$ cat config.mk
export PLATFORM = sky130hd
export DESIGN_NAME = pncm_rgb2hsv
export DESIGN_NICKNAME = d
export VERILOG_FILES = /design/src/rtl/core/assert_macros.svh /design/src/rtl/core/pncm_pkg.sv /design/src/rtl/core/pncm_rgb2hsv.sv
export SDC_FILE = /design/constraint.sdc
export NUM_CORES = 1
export LEC_CHECK = 0
export ABC_AREA = 1
export BUFFER_PORTS_ARGS = -buffer_cell sky130_fd_sc_hd__buf_4
export CAP_MARGIN = 20
export CORE_ASPECT_RATIO = 0.6
export CORE_MARGIN = 2
export CORE_UTILIZATION = 35
export CTS_BUF_LIST = sky130_fd_sc_hd__clkbuf_16
export CTS_CLUSTER_DIAMETER = 30
export DETAILED_ROUTE_END_ITERATION = 8
export PLACE_DENSITY_LB_ADDON = 0.12
export SYNTH_ARGS = -nofsm -noshare
export SYNTH_HDL_FRONTEND = slang
export SYNTH_SLANG_ARGS = --single-unit
export TNS_END_PERCENT = 1
$ cat constraint.sdc
create_clock -name aclk -period 18.6 [get_ports aclk]
set_input_delay 1.86 -clock aclk [delete_from_list [all_inputs] [get_ports aclk]]
set_output_delay 1.86 -clock aclk [all_outputs]
set_load 0.05 [all_outputs]
$ cat src/rtl/core/assert_macros.svh
// Assertion macros shared by the palette match RTL.
`ifndef ASSERT_MACROS_SVH
`define ASSERT_MACROS_SVH
`ifndef ASSERT_OFF
`define PNCM_ASSERT_IMP(name, clk, rstn, ante, cons, msg) \
    name: assert property (@(posedge clk) disable iff (!rstn) (ante) |-> (cons)) \
        else $error(msg);
`define PNCM_ASSERT_NXT(name, clk, rstn, ante, cons, msg) \
    name: assert property (@(posedge clk) disable iff (!rstn) (ante) |=> (cons)) \
        else $error(msg);
`else
`define PNCM_ASSERT_IMP(name, clk, rstn, ante, cons, msg)
`define PNCM_ASSERT_NXT(name, clk, rstn, ante, cons, msg)
`endif
`endif

$ cat src/rtl/core/pncm_pkg.sv
// Types and constants shared by the palette match modules.
`default_nettype none
package pncm_pkg;

    localparam int PAL_ENTRIES_DEF = 256;
    localparam int IDX_W           = 8;
    localparam int CH_W            = 8;
    localparam int HSV_W           = 3 * CH_W;
    localparam int DIST_W          = 18;
    localparam int DIV_W           = 16;
    localparam int CNT_W           = 4;

    localparam logic [CH_W-1:0] HUE_OFF_R  = 8'd0;
    localparam logic [CH_W-1:0] HUE_OFF_G  = 8'd85;
    localparam logic [CH_W-1:0] HUE_OFF_B  = 8'd171;
    localparam logic [5:0]      HUE_STEP   = 6'd43;
    localparam logic [CH_W-1:0] SECTOR_LEN = 8'd60;

    localparam logic OP_LOAD  = 1'b0;
    localparam logic OP_QUERY = 1'b1;

    typedef struct packed {
        logic [CH_W-1:0] h;
        logic [CH_W-1:0] s;
        logic [CH_W-1:0] v;
    } hsv_t;

    typedef struct packed {
        logic [CH_W-1:0] r;
        logic [CH_W-1:0] g;
        logic [CH_W-1:0] b;
    } rgb_t;

    // Travels with each color through the HSV to RGB pipeline.
    typedef struct packed {
        logic             want;
        logic             last;
        logic [IDX_W-1:0] idx;
    } tag_t;

    typedef enum logic {
        CV_IDLE,
        CV_RUN
    } cvt_state_t;

    typedef enum logic [2:0] {
        ST_IDLE,
        ST_CONV,
        ST_WANT,
        ST_SCAN,
        ST_DRAIN,
        ST_RESULT
    } core_state_t;

endpackage
`default_nettype wire

$ cat src/rtl/core/pncm_rgb2hsv.sv
// RGB to HSV converter with two shift-subtract dividers run side by side.
`default_nettype none
module pncm_rgb2hsv (
    input  wire logic          aclk,
    input  wire logic          aresetn,
    input  wire logic          start,
    input  wire pncm_pkg::rgb_t rgb,
    output logic               done,
    output pncm_pkg::hsv_t     hsv
);
    import pncm_pkg::*;

    cvt_state_t        state_reg, state_next;
    logic [CNT_W-1:0]  cnt_reg;
    logic              done_reg;
    logic [CH_W-1:0]   mx_reg, off_reg;
    logic              neg_reg;
    logic [DIV_W-1:0]  ns_reg, nh_reg;
    logic [CH_W-1:0]   rs_reg, rh_reg;

    logic [CH_W-1:0]   mx, mn, off;
    logic signed [CH_W:0] diff;
    logic              neg;
    logic [CH_W-1:0]   mag;
    logic [CH_W:0]     trial_s, trial_h;
    logic              ge_s, ge_h;
    logic [CH_W-1:0]   sat, q_h;

    always_comb begin
        mx = rgb.r;
        mn = rgb.r;
        if (rgb.g < mn) mn = rgb.g;
        if (rgb.b < mn) mn = rgb.b;
        if (rgb.g > mx) mx = rgb.g;
        if (rgb.b > mx) mx = rgb.b;
        if (mx == rgb.r) begin
            off  = HUE_OFF_R;
            diff = $signed({1'b0, rgb.g}) - $signed({1'b0, rgb.b});
        end else if (mx == rgb.g) begin
            off  = HUE_OFF_G;
            diff = $signed({1'b0, rgb.b}) - $signed({1'b0, rgb.r});
        end else begin
            off  = HUE_OFF_B;
            diff = $signed({1'b0, rgb.r}) - $signed({1'b0, rgb.g});
        end
        neg = diff[CH_W];
        mag = neg ? CH_W'(-diff) : diff[CH_W-1:0];
    end

    assign trial_s = {rs_reg, ns_reg[DIV_W-1]};
    assign trial_h = {rh_reg, nh_reg[DIV_W-1]};
    assign ge_s    = trial_s >= {1'b0, mx_reg};
    assign ge_h    = trial_h >= {1'b0, mx_reg};

    always_comb begin
        state_next = state_reg;
        case (state_reg)
            CV_IDLE: if (start) state_next = CV_RUN;
            CV_RUN:  if (cnt_reg == {CNT_W{1'b1}}) state_next = CV_IDLE;
            default: state_next = CV_IDLE;
        endcase
    end

    always_ff @(posedge aclk) begin
        if (!aresetn) begin
            state_reg <= CV_IDLE;
            done_reg  <= 1'b0;
            cnt_reg   <= '0;
        end else begin
            state_reg <= state_next;
            done_reg  <= (state_reg == CV_RUN) && (cnt_reg == {CNT_W{1'b1}});
            cnt_reg   <= (state_reg == CV_RUN) ? cnt_reg + 1'b1 : '0;
        end
    end

    always_ff @(posedge aclk) begin
        if (state_reg == CV_IDLE && start) begin
            mx_reg  <= mx;
            off_reg <= off;
            neg_reg <= neg;
            ns_reg  <= (DIV_W'(mx - mn) << CH_W) - DIV_W'(mx - mn);
            nh_reg  <= DIV_W'(mag) * DIV_W'(HUE_STEP);
            rs_reg  <= '0;
            rh_reg  <= '0;
        end else if (state_reg == CV_RUN) begin
            rs_reg <= ge_s ? CH_W'(trial_s - {1'b0, mx_reg}) : trial_s[CH_W-1:0];
            rh_reg <= ge_h ? CH_W'(trial_h - {1'b0, mx_reg}) : trial_h[CH_W-1:0];
            ns_reg <= {ns_reg[DIV_W-2:0], ge_s};
            nh_reg <= {nh_reg[DIV_W-2:0], ge_h};
        end
    end

    // A black input has no defined ratio; both saturation and hue are zero.
    assign sat   = (mx_reg == '0) ? '0 : ns_reg[CH_W-1:0];
    assign q_h   = nh_reg[CH_W-1:0];
    assign hsv.v = mx_reg;
    assign hsv.s = sat;
    assign hsv.h = (sat == '0) ? '0 : (neg_reg ? off_reg - q_h : off_reg + q_h);
    assign done  = done_reg;
endmodule
`default_nettype wire

==> results.md <==
- Number of global-route vias before repair: roughly 6700
- Ratio of cells with drive above 1 in the final layout: around a tenth
- Post-synth top area share: 17.9%
- Period utilisation layout: around 54%
- Post-synthesis register bit count: 66
- Total negative slack: 0 ns
- Initial antenna violation count: 0
- Sequential area share after synthesis: 21.9%
- Final count of negative-setup-slack endpoints: 0
- Cell Rows: 42
- Initial Util: a little over a third
- Worst-path clk slew: 0.06 ns
- Non-Filler Instances: around 1500
- Congestion Overflow GR: 0
- Die height: about 120 µm
- Post-synth ARST share: 0%
- Fin worst setup slack: around 8.6 ns
- Top cell type by total area after synthesis: ha_1
- Post-synthesis cell type count: around 50
- Mapped Area: just under 8000 µm²
- DR vias/cell: around 4.8
- Residual DRC: 0
- Most common cell after layout, fill and taps aside: nand2_1
- Outcome: finished clean
- Area Growth Syn to Fin: 13.6%
- CP max FO: 13
- Slew margin rel.: a little under two fifths
- Post-DP HPWL: 17.9 mm
- First-pass GRT wire length: ~35 mm
- Sink Count: 66
- Starting DRT DRC Count: around 520
- Vias post-DR: 7123
- CTS resizes: 0
- IO Pins: 52
- Drt pass-1 iters: 5
- Worst-skew pair later-pin latency: between 0.3 and 0.4 ns
- Area contributors post-synth: ha_1 18%, edfxtp_1 16%, nand2_1 11%
- Core ar.: 22200 µm²
- Most frequent cells in the layout: 242 x nand2_1, 184 x inv_1, 114 x ha_1
- Slowest CP cell: a21boi_1
- Maximum vdd ir drop: slightly below 80 µV
- Crit path arrival time: around 10 ns
- Final Hold Viols: 0
- N_diodes: 0
- Critical path type: in -> reg
- Max stage delay on crit path: 0.67 ns
- Hold WC Path Type: reg -> reg
- Top_reg_cell synth: edfxtp_1
- Max Cap Viol: 0
- Total track usage: about a fifth
- Lkg Pwr: between 4 and 5 nW
- Number of cells after detailed placement: approximately 1500
- RSZ-0062 raised after global routing: false
- Crit. End Element: flip-flop
- Setup repair bufs after CTS: 0
- Die area: 24000 µm²
- Peak Freq: 0.100 GHz
- Post-Syn Instances: roughly 1100
- H-Tree Depth: 3
- Worst Setup Start Kind: input pin
- Routability cong.: 0.917
- Num CTS Buffers: 9
- Minimum clock period after layout: approximately 10 ns
- Die width: 199 µm
- Clock skew: roughly 0.0089 ns
- Pins Over Slew Limit: 0
- Yosys warning total: 0
- CTS tree: yes
- Final ANT Viol Nets: 0
- Worst Max-Slew Pin Slew: 0.923 ns
- Syn avg cell area: 7.14 µm²
- Worst slack at placement: a little over 8 ns
- Syn_nets: between 1000 and 1500
- End-of-flow core utilization: 40.7%
- Count of flip-flops with a built-in enable after synthesis: 42
- Pin count of the biggest net entering global routing: 37
- Pwr/cell area: roughly 170 nW/µm²
- CTS Buffer Depth: 2
- Wire length per cell: around 15 µm
- IO buf count: 51
- Worst endpoint required time: approximately 19 ns
- Nets: roughly 1300
- Most frequent CP cell: nand2_1
- Cts hold-fix bufs: 0
- Drt total wl: around 22 mm
- Root Buffer: clkbuf_16
worst max-delay path, delay by kind of cell:
kind / cells / cell delay (ns)
AND/OR/NAND/NOR: 23 / 2.90
buffers and inverters: 6 / 0.46
adder cells (fa/ha/maj): 7 / 2.55
AO/OA/AOI/OAI: 8 / 2.13
XOR/XNOR: 1 / 0.13
cell usage after synthesis, types with 2 or more instances:
master    number
o31ai_1        5
buf_6          3
nor3b_1        4
nor3_1         8
nor2_4         3
nor2_1        87
a21oi_1       66
inv_2          4
a31oi_1        5
fa_1          16
o21ai_2        2
nand2_1      242
edfxtp_1      42
xnor2_1       19
xor2_1        33
nor2_2         4
nand4_1       17
nand2_2       18
ha_1         114
nand2_4        2
a21o_1         2
and2_1         2
nand3_1       56
o22ai_1        2
dfxtp_1       24
a211oi_1       3
or2_2          2
o21bai_1       5
o211ai_1       4
o21ai_1        2
a32o_1         3
nand3_2       10
clkbuf_1      12
inv_1        184
o21a_1         4
nand3_4        2
o21ai_0       89
layer usage:
layer / GRT usage [%] / vias to the layer above / part of all wire [%]
met5: 0 / - / 0
met3: 3.04 / 11 / 5.7
met1: 31.1 / 3175 / 58
met4: 3.17 / 0 / 0.65
met2: 25.1 / 154 / 36
li1: - / 3783 / -
power by group:
group | internal (mW) | switching [mW] | total, mW
sequential | 0.225 | 0.0289 | 0.254
combinational | 0.393 | 0.667 | 1.06
clock | 0.134 | 0.0686 | 0.203
total | 0.752 | 0.765 | 1.52
path summary, 6_finish.rpt:
kind / from / to / slack (ns) / cells past startpoint
setup / recovery: rgb[14] / nh_reg[12] / 8.62 / 45
setup reg to reg: mx_reg[1] / nh_reg[0] / 15.51 / 15
hold / removal: cnt_reg[0] / cnt_reg[0] / 0.45 / 1
hold reg to reg: cnt_reg[0] / cnt_reg[0] / 0.45 / 1
per-stage QoR:
step	power, mW	cell area (µm²)	hold slack, ns
global placement	1.32	8670	0.432
global route	1.70	9030	0.484
finish	1.52	9030	0.448
floorplan	1.07	7950	0.418
detailed placement	1.32	8670	0.438
CTS	1.53	9030	0.451
area by class of cell:
class | count | area (µm²)
multi-input cells | 843 | 5420
flip-flops and latches | 66 | 1740
repair buffers | 56 | 420
inverters | 189 | 709
fillers | 2357 | 13100
clock inverters | 5 | 78.8
well taps | 308 | 385
clock buffers | 11 | 275
cell families (layout without fill, tap and decap cells):
kind of cell / count (synthesis) / after routing / share of synthesized area [%]
xor gates and xnor gates: 52 / 52 / 5.73
buffers and inverters: 205 / 261 / 9.98
DFF: 66 / 66 / 21.9
adders and majority gates: 130 / 130 / 22.0
AOI/OAI and AO/OA: 198 / 198 / 13.9
and+or+nand+nor: 463 / 463 / 26.5
Power figures use the tool's default switching activity.
