$ cat config.mk
export PLATFORM = sky130hd
export DESIGN_NAME = pncm_hsv2rgb
export DESIGN_NICKNAME = d
export VERILOG_FILES = /design/src/rtl/core/assert_macros.svh /design/src/rtl/core/pncm_pkg.sv /design/src/rtl/core/pncm_hsv2rgb.sv
export SDC_FILE = /design/constraint.sdc
export NUM_CORES = 1
export LEC_CHECK = 0
export BUFFER_PORTS_ARGS = -buffer_cell sky130_fd_sc_hd__buf_2
export CELL_PAD_IN_SITES_DETAIL_PLACEMENT = 1
export CELL_PAD_IN_SITES_GLOBAL_PLACEMENT = 1
export CORE_MARGIN = 3
export CORE_UTILIZATION = 38
export DETAILED_ROUTE_END_ITERATION = 16
export PLACE_DENSITY_LB_ADDON = 0.05
export SETUP_SLACK_MARGIN = 0.02
export SKIP_CTS_REPAIR_TIMING = 1
export SYNTH_ARGS = -nofsm -noshare
export SYNTH_HDL_FRONTEND = slang
export SYNTH_SLANG_ARGS = --single-unit
export TNS_END_PERCENT = 20
$ cat constraint.sdc
create_clock -name aclk -period 16.9 [get_ports aclk]
set_input_delay 0 -clock aclk [delete_from_list [all_inputs] [get_ports aclk]]
set_output_delay 0 -clock aclk [all_outputs]
set_load 0.01 [all_outputs]
$ cat src/rtl/core/assert_macros.svh
// Assertion macros shared by the palette match RTL.
`ifndef ASSERT_MACROS_SVH
`define ASSERT_MACROS_SVH
`ifndef ASSERT_OFF
`define PNCM_ASSERT_IMP(name, clk, rstn, ante, cons, msg) \
    name: assert property (@(posedge clk) disable iff (!rstn) (ante) |-> (cons)) \
        else $error(msg);
`define PNCM_ASSERT_NXT(name, clk, rstn, ante, cons, msg) \
    name: assert property (@(posedge clk) disable iff (!rstn) (ante) |=> (cons)) \
        else $error(msg);
`else
`define PNCM_ASSERT_IMP(name, clk, rstn, ante, cons, msg)
`define PNCM_ASSERT_NXT(name, clk, rstn, ante, cons, msg)
`endif
`endif

$ cat src/rtl/core/pncm_pkg.sv
// Types and constants shared by the palette match modules.
`default_nettype none
package pncm_pkg;

    localparam int PAL_ENTRIES_DEF = 256;
    localparam int IDX_W           = 8;
    localparam int CH_W            = 8;
    localparam int HSV_W           = 3 * CH_W;
    localparam int DIST_W          = 18;
    localparam int DIV_W           = 16;
    localparam int CNT_W           = 4;

    localparam logic [CH_W-1:0] HUE_OFF_R  = 8'd0;
    localparam logic [CH_W-1:0] HUE_OFF_G  = 8'd85;
    localparam logic [CH_W-1:0] HUE_OFF_B  = 8'd171;
    localparam logic [5:0]      HUE_STEP   = 6'd43;
    localparam logic [CH_W-1:0] SECTOR_LEN = 8'd60;

    localparam logic OP_LOAD  = 1'b0;
    localparam logic OP_QUERY = 1'b1;

    typedef struct packed {
        logic [CH_W-1:0] h;
        logic [CH_W-1:0] s;
        logic [CH_W-1:0] v;
    } hsv_t;

    typedef struct packed {
        logic [CH_W-1:0] r;
        logic [CH_W-1:0] g;
        logic [CH_W-1:0] b;
    } rgb_t;

    // Travels with each color through the HSV to RGB pipeline.
    typedef struct packed {
        logic             want;
        logic             last;
        logic [IDX_W-1:0] idx;
    } tag_t;

    typedef enum logic {
        CV_IDLE,
        CV_RUN
    } cvt_state_t;

    typedef enum logic [2:0] {
        ST_IDLE,
        ST_CONV,
        ST_WANT,
        ST_SCAN,
        ST_DRAIN,
        ST_RESULT
    } core_state_t;

endpackage
`default_nettype wire

$ cat src/rtl/core/pncm_hsv2rgb.sv
// Three-stage HSV to RGB pipeline that carries a tag with each color.
`default_nettype none
module pncm_hsv2rgb (
    input  wire logic           aclk,
    input  wire logic           aresetn,
    input  wire logic           in_valid,
    input  wire pncm_pkg::hsv_t in_hsv,
    input  wire pncm_pkg::tag_t in_tag,
    output logic                out_valid,
    output pncm_pkg::rgb_t      out_rgb,
    output pncm_pkg::tag_t      out_tag
);
    import pncm_pkg::*;

    logic [2:0]       sec;
    logic [5:0]       rem;
    logic [9:0]       f17;
    logic [CH_W-1:0]  f;
    logic [15:0]      sf, stf;

    logic             v1_reg, v2_reg, v3_reg;
    tag_t             t1_reg, t2_reg, t3_reg;
    logic [2:0]       sec1_reg, sec2_reg;
    logic             gray1_reg, gray2_reg;
    logic [CH_W-1:0]  val1_reg, val2_reg;
    logic [CH_W:0]    oms_reg, qk_reg, tk_reg;
    logic [CH_W-1:0]  p_reg, q_reg, t_reg;
    rgb_t             rgb_reg;
    rgb_t             sel;
    logic [16:0]      pp, qp, tp;

    // Stage one: sector, fraction and the saturation products.
    always_comb begin
        if (in_hsv.h < SECTOR_LEN) begin
            sec = 3'd0; rem = 6'(in_hsv.h);
        end else if (in_hsv.h < 8'd120) begin
            sec = 3'd1; rem = 6'(in_hsv.h - 8'd60);
        end else if (in_hsv.h < 8'd180) begin
            sec = 3'd2; rem = 6'(in_hsv.h - 8'd120);
        end else if (in_hsv.h < 8'd240) begin
            sec = 3'd3; rem = 6'(in_hsv.h - 8'd180);
        end else begin
            sec = 3'd4; rem = 6'(in_hsv.h - 8'd240);
        end
        // rem * 255 / 60 is exactly rem * 17 / 4.
        f17 = {rem, 4'b0000} + 10'(rem);
        f   = f17[9:2];
        sf  = 16'(in_hsv.s) * 16'(f);
        stf = 16'(in_hsv.s) * 16'(9'd256 - {1'b0, f});
    end

    // Stage two: value products.
    assign pp = 17'(val1_reg) * 17'(oms_reg);
    assign qp = 17'(val1_reg) * 17'(qk_reg);
    assign tp = 17'(val1_reg) * 17'(tk_reg);

    // Stage three: sector select.
    always_comb begin
        if (gray2_reg) begin
            sel = '{r: val2_reg, g: val2_reg, b: val2_reg};
        end else begin
            case (sec2_reg)
                3'd0:    sel = '{r: val2_reg, g: t_reg,    b: p_reg};
                3'd1:    sel = '{r: q_reg,    g: val2_reg, b: p_reg};
                3'd2:    sel = '{r: p_reg,    g: val2_reg, b: t_reg};
                3'd3:    sel = '{r: p_reg,    g: q_reg,    b: val2_reg};
                3'd4:    sel = '{r: t_reg,    g: p_reg,    b: val2_reg};
                default: sel = '{r: val2_reg, g: p_reg,    b: q_reg};
            endcase
        end
    end

    always_ff @(posedge aclk) begin
        if (!aresetn) begin
            v1_reg <= 1'b0;
            v2_reg <= 1'b0;
            v3_reg <= 1'b0;
        end else begin
            v1_reg <= in_valid;
            v2_reg <= v1_reg;
            v3_reg <= v2_reg;
        end
    end

    always_ff @(posedge aclk) begin
        t1_reg    <= in_tag;
        sec1_reg  <= sec;
        gray1_reg <= (in_hsv.s == '0);
        val1_reg  <= in_hsv.v;
        oms_reg   <= 9'd256 - {1'b0, in_hsv.s};
        qk_reg    <= 9'd256 - {1'b0, sf[15:8]};
        tk_reg    <= 9'd256 - {1'b0, stf[15:8]};

        t2_reg    <= t1_reg;
        sec2_reg  <= sec1_reg;
        gray2_reg <= gray1_reg;
        val2_reg  <= val1_reg;
        p_reg     <= pp[15:8];
        q_reg     <= qp[15:8];
        t_reg     <= tp[15:8];

        t3_reg    <= t2_reg;
        rgb_reg   <= sel;
    end

    assign out_valid = v3_reg;
    assign out_rgb   = rgb_reg;
    assign out_tag   = t3_reg;
endmodule
`default_nettype wire

==> results of run 1 <==
-- worst reg2reg max path, stage by stage, from the launching register on --
cell and delay (ps):
dfxtp_1 310, buf_4 320, nand2_1 160, fa_1 530
fa_1 550, inv_1 50, fa_1 470, inv_1 50
fa_1 470, inv_1 40, ha_1 280, o21a_1 190
o31a_1 140, o41ai_1 590, o21ai_0 280, o21a_1 240
nor2_1 110, xnor2_1 160
-- metal layers --
metal	vias up	part of all wire [%]	global-route usage (%)
met4	0	1.4	4.38
met5	-	0	0
met2	102	49	33.2
li1	5300	-	-
met3	26	1.7	1.93
met1	5501	48	25.3
-- cells by family (layout without fill, tap and decap cells) --
group | Yosys count | after routing | share of synthesized area, %
and+or+nand+nor | 553 | 553 | 19.2
adders and majority gates | 372 | 372 | 41.2
buffers and inverters | 343 | 407 | 8.77
AOI/OAI and AO/OA | 166 | 166 | 7.83
DFF | 131 | 131 | 17.6
xor gates and xnor gates | 78 | 78 | 4.69
muxes | 10 | 10 | 0.673
-- cells in the final DEF, fill, tap and decap left out, types with 9 or more instances in the layout --
master and n:
nand3_1 9, nand2_1 185, o22ai_1 10, mux2i_1 10
o21ai_0 34, a222oi_1 9, buf_4 9, fa_1 197
nand2b_1 15, dfxtp_1 131, nor2b_1 17, clkbuf_16 17
nor3b_1 10, dlygate4sd3_1 21, xnor2_1 57, nor2_1 64
a21oi_1 44, xor2_1 19, inv_1 272, and2_1 190
nor3_1 23, buf_2 71, ha_1 175
-- stage by stage --
step           worst slack [ps]  instance area [um2]  cells
6_report                   8750                16500   2228
5_1_grt                    7890                16500   2228
4_1_cts                    8690                16300   2207
3_5_place_dp               8290                15700   2176
3_3_place_gp               8540                15700   2176
2_1_floorplan              9640                14900   1653
-- worst paths after layout --
path	startpoint	end	slack, ps
hold reg to reg	t2_reg[1]$_DFF_P_	out_tag[1]$_DFF_P_	320
setup / recovery	in_hsv[20]	tk_reg[4]$_DFF_P_	8750
hold / removal	in_hsv[22]	sec1_reg[0]$_SDFF_PP0_	-4
setup reg to reg	val1_reg[2]$_DFF_P_	q_reg[7]$_DFF_P_	11870
-- cell type report --
type / count / area (um2)
Clock buffer: 17 / 425
Clock inverter: 14 / 178
Fill cell: 4452 / 21600
Inverter: 275 / 1030
Multi-Input combinational cell: 1179 / 10900
Sequential cell: 131 / 2620
Tap cell: 511 / 639
Timing Repair Buffer: 101 / 633
==> impl_metrics.py, run 1 <==
metrics = {
    "outcome": {
        "outcome": "complete, but fails checks",
        "violations": "hold timing",
    },
    "cts": {
        "root_buffer": "clkbuf_16",
        "cts.sinks": 131,
        "cts_tree": "built",
        "clockBufferDepth": 2,
        "clk_pin_slew_ps": 60,
        "cts_buffers": 17,
        "cts-htree-levels": 4,
        "worstSkewPairLatency_ps": 430,
    },
    "floorplanning": {
        "dieHeight_um": 204,
        "rows": 71,
        "die_w_um": 204,
        "fp.coreArea_um2": 38100,
        "initial_core_util_pct": 39.0,
        "ios": 72,
        "die_area_um2": 41600,
    },
    "setup_path": {
        "critical_path.endpoint_type": "flop",
        "crit_type": "in -> reg",
        "cp.depth": 33,
        "start_kind": "primary input",
        "slowest_stage": "xnor2_1",
        "r2r_cells": 17,
        "crit_buf_inv": 7,
        "max_stage_delay_ps": 770,
        "arrival_ps": 8450,
        "crit_path_frequent_cell": "inv_1",
        "cp_top_family": "adder cells",
        "cp_max_fo": 12,
        "worstPathRequired_ps": 17210,
    },
    "run": {
        "max-cap-violations": 0,
    },
    "grt": {
        "grt_usage_pct": 19.0,
        "antenna_found_initial": 0,
        "globalRouteOverflowTotal": 0,
        "grt_pass1_wl_um": 63400,
        "grt_pass1_vias": 12200,
        "grt_start_max_net_pins": 37,
    },
    "worst_hold_path": {
        "whs_path_depth": 3,
        "worstHoldPathType": "in -> reg",
    },
    "sta": {
        "finalClockSkew_ps": 8.94,
        "slew-limit-headroom_pct": 20.6,
        "hold_violations": 1,
        "min_period_ps": 8150,
        "whs_ps": -3.63,
        "tightest_slew_ps": 1190,
        "setup_viol": 0,
        "max_freq_mhz": 123,
        "setup_tns_ps": 0,
        "timing.final.crit_share_pct": 48.2,
        "rsz0062_at_grt": "no",
        "slew_viol_final": 0,
    },
    "placed_design": {
        "gp_congestion": 0.788,
        "numPortBuffers": 71,
        "dp_hpwl_um": 29200,
    },
    "logic_synthesis": {
        "yosysMostFrequentCell": "inv_1",
        "async_flop_share_pct": 0,
        "synth_top_cells_by_count": "inv_1, fa_1, and2_1",
        "synth_area_leaders": "fa_1, dfxtp_1, ha_1",
        "ys_warn_count": 0,
        "ys_ff_latch": 131,
        "post-synth-top-area-cell": "fa_1",
        "synth_area_um2": 14900,
        "synth_top_area_share_pct": 26.5,
        "syn_area_per_cell_um2": 9.00,
        "synth_cell_types": 75,
        "synth-main-ff-cell": "dfxtp_1",
        "synth_edf_count": 0,
        "synth.net_count": 2062,
        "synth_cells": 1653,
        "seq_area_frac_synth_pct": 17.6,
    },
    "routing": {
        "antenna_left": 0,
        "totalWireLength_um": 37900,
        "wire_per_inst_um": 17.0,
        "drtPass1Iterations": 7,
        "vias": 10900,
        "drc": 0,
        "drt-vias-per-instance": 4.91,
        "drt_iter0_drc": 382,
    },
    "layout": {
        "diodes": 0,
        "syn2layout_area_growth_pct": 10.8,
        "layout.nets": 2114,
        "finish.utilization_pct": 43.2,
        "largest_reg_flops": 24,
        "drive_gt1_share_pct": 7.69,
    },
}
Power of run 1 is not shown: default switching activity piles up to over one toggle a cycle in this logic, so the estimate is an artifact.
==> inputs of run 2 (changes only) <==
clock period = 7.3 ns   (was 16.9 ns; I/O delays follow)
==> run 2 against run 1 <==
  * The run now ends clean
  * Sequential share of layout area decreased by 0.54 points
  * Core utilization up 1.5 points
  * Wire length up 1.2%
  * Clock skew up 1.3 ps
==> impl_metrics.py, run 2 (synthesis results as in run 1) <==
metrics = {
    "worst_hold_path": {
        "whs_path_depth": 2,
        "worstHoldPathType": "in -> reg",
        "hp-start": "in_hsv[14]",
        "hold_path_end": "oms_reg[6]$_DFF_P_",
    },
    "setup_path": {
        "critical_path.endpoint_type": "flop",
        "slowest_stage": "fa_1",
        "arrival_ps": 7340,
        "worstReg2RegStart": "val1_reg[2]$_DFF_P_",
        "max_stage_delay_ps": 560,
        "crit_buf_inv": 9,
        "cp_max_fo": 5,
        "r2r_end": "q_reg[7]$_DFF_P_",
        "cp.depth": 36,
        "r2r_cells": 19,
        "worst-r2r-setup-slack_ps": 1820,
        "start_kind": "primary input",
        "critPathLaunch": "in_hsv[19]",
        "crit_type": "in -> reg",
        "cp_top_family": "adder cells",
        "worstPathRequired_ps": 7650,
    },
    "sta": {
        "max_freq_mhz": 143,
        "min_period_ps": 6990,
        "setup_viol": 0,
        "whs_ps": 12.8,
        "finalClockSkew_ps": 10.2,
        "slew_viol_final": 0,
        "slew-limit-headroom_pct": 25.4,
        "tightest_slew_ps": 1120,
        "setup_ws_ps": 314,
        "hold_violations": 0,
        "timing.final.crit_share_pct": 95.7,
    },
    "routing": {
        "wire_per_inst_um": 16.8,
        "totalWireLength_um": 38300,
        "met2_length_um": 18700,
        "drt-vias-per-instance": 4.90,
        "maxUsedRoutingLayer": "met4",
        "met3_length_um": 688,
        "drtPass1Iterations": 5,
        "drc": 0,
        "vias": 11200,
        "antenna_left": 0,
        "wl_met1_um": 18200,
        "drt_iter0_drc": 414,
    },
    "placed_design": {
        "gp_congestion": 0.778,
        "dp.cells": 2225,
        "numPortBuffers": 71,
        "pre_cts_ws_ps": -420,
        "dp_hpwl_um": 30200,
    },
    "floorplanning": {
        "initial_core_util_pct": 39.0,
        "die_w_um": 204,
        "dieHeight_um": 204,
        "fp.coreArea_um2": 38100,
        "ios": 72,
        "rows": 71,
        "die_area_um2": 41600,
    },
    "layout": {
        "layout.nets": 2170,
        "finalNonFillerCells": 2285,
        "nFillCells": 4433,
        "diodes": 0,
        "mostFrequentLayoutCell": "inv_1",
        "syn2layout_area_growth_pct": 14.7,
        "largest_reg_flops": 24,
        "final_cell_mix": "inv_1, fa_1, and2_1",
        "drive_gt1_share_pct": 11.9,
    },
    "cts": {
        "cts.sinks": 131,
        "clk_pin_slew_ps": 70,
        "worstSkewPairLatency_ps": 430,
        "clockBufferDepth": 2,
        "cts_buffers": 17,
        "cts_tree": "built",
        "root_buffer": "clkbuf_16",
        "cts-htree-levels": 4,
    },
    "grt": {
        "grt_start_max_net_pins": 37,
        "globalRouteOverflowTotal": 0,
        "antenna_found_initial": 0,
        "grt_pass1_vias": 12300,
        "grt_pass1_wl_um": 64300,
        "grt_usage_pct": 19.2,
    },
    "outcome": {
        "outcome": "finished clean",
    },
    "run": {
        "max-cap-violations": 0,
    },
}
[run 2: changes by cell type in the layout (fill, tap and decap cells not counted), moves of 3 or more]
| cell | delta |
|---|---|
| xnor2_2 | +3 |
| ha_1 | -4 |
| buf_4 | +53 |
| a21oi_1 | -3 |
| clkinv_2 | -3 |
| xnor2_1 | -3 |
| a21oi_2 | +3 |
| nor2b_1 | -3 |
[run 2: cell type report]
type | instances | area, um2 | area share (%)
clock inverter | 13 | 139 | 0.814
tap | 511 | 639 | 3.75
inverter | 275 | 1030 | 6.06
timing repair buffer | 157 | 1060 | 6.23
sequential | 131 | 2620 | 15.4
multi-input combinational | 1179 | 11100 | 65.1
clock buffer | 19 | 453 | 2.66
[run 2: how the worst max path moves through the flow]
| stage | end | slack (ps) |
|---|---|---|
| after floorplan | tk_reg[6]$_DFF_P_ | 40 |
| after global routing | tk_reg[6]$_DFF_P_ | -80 |
| after detailed placement | tk_reg[6]$_DFF_P_ | -420 |
| after CTS | tk_reg[6]$_DFF_P_ | -60 |
| after global placement | tk_reg[6]$_DFF_P_ | -200 |
| final | tk_reg[6]$_DFF_P_ | 310 |
[run 2: metal layers]
layer | GRT usage (%) | vias up
met5 | 0 | -
met4 | 4.67 | 0
met3 | 2.18 | 39
met2 | 33.7 | 113
met1 | 25.4 | 5633
li1 | - | 5402
[run 2: worst reg2reg max path, delay by kind of cell (launching register included)]
family	cells	cell delay (ps)
fa+ha+maj	5	1620
xor+xnor	1	170
compound gates	6	1810
flops	1	970
buf+inv	3	400
simple gates	4	420
[run 2: stage by stage]
| stage | util [%] | setup TNS (ps) | instance area [um2] |
|---|---|---|---|
| 2_1_floorplan | - | 0 | 14900 |
| 3_3_place_gp | 42.1 | -901 | 16000 |
| 3_5_place_dp | 42.1 | -2180 | 16000 |
| 4_1_cts | 43.6 | -64.0 | 16600 |
| 5_1_grt | 44.8 | -102 | 17100 |
| 6_report | 44.8 | 0 | 17100 |
Power of run 2 is left out for the same reason.
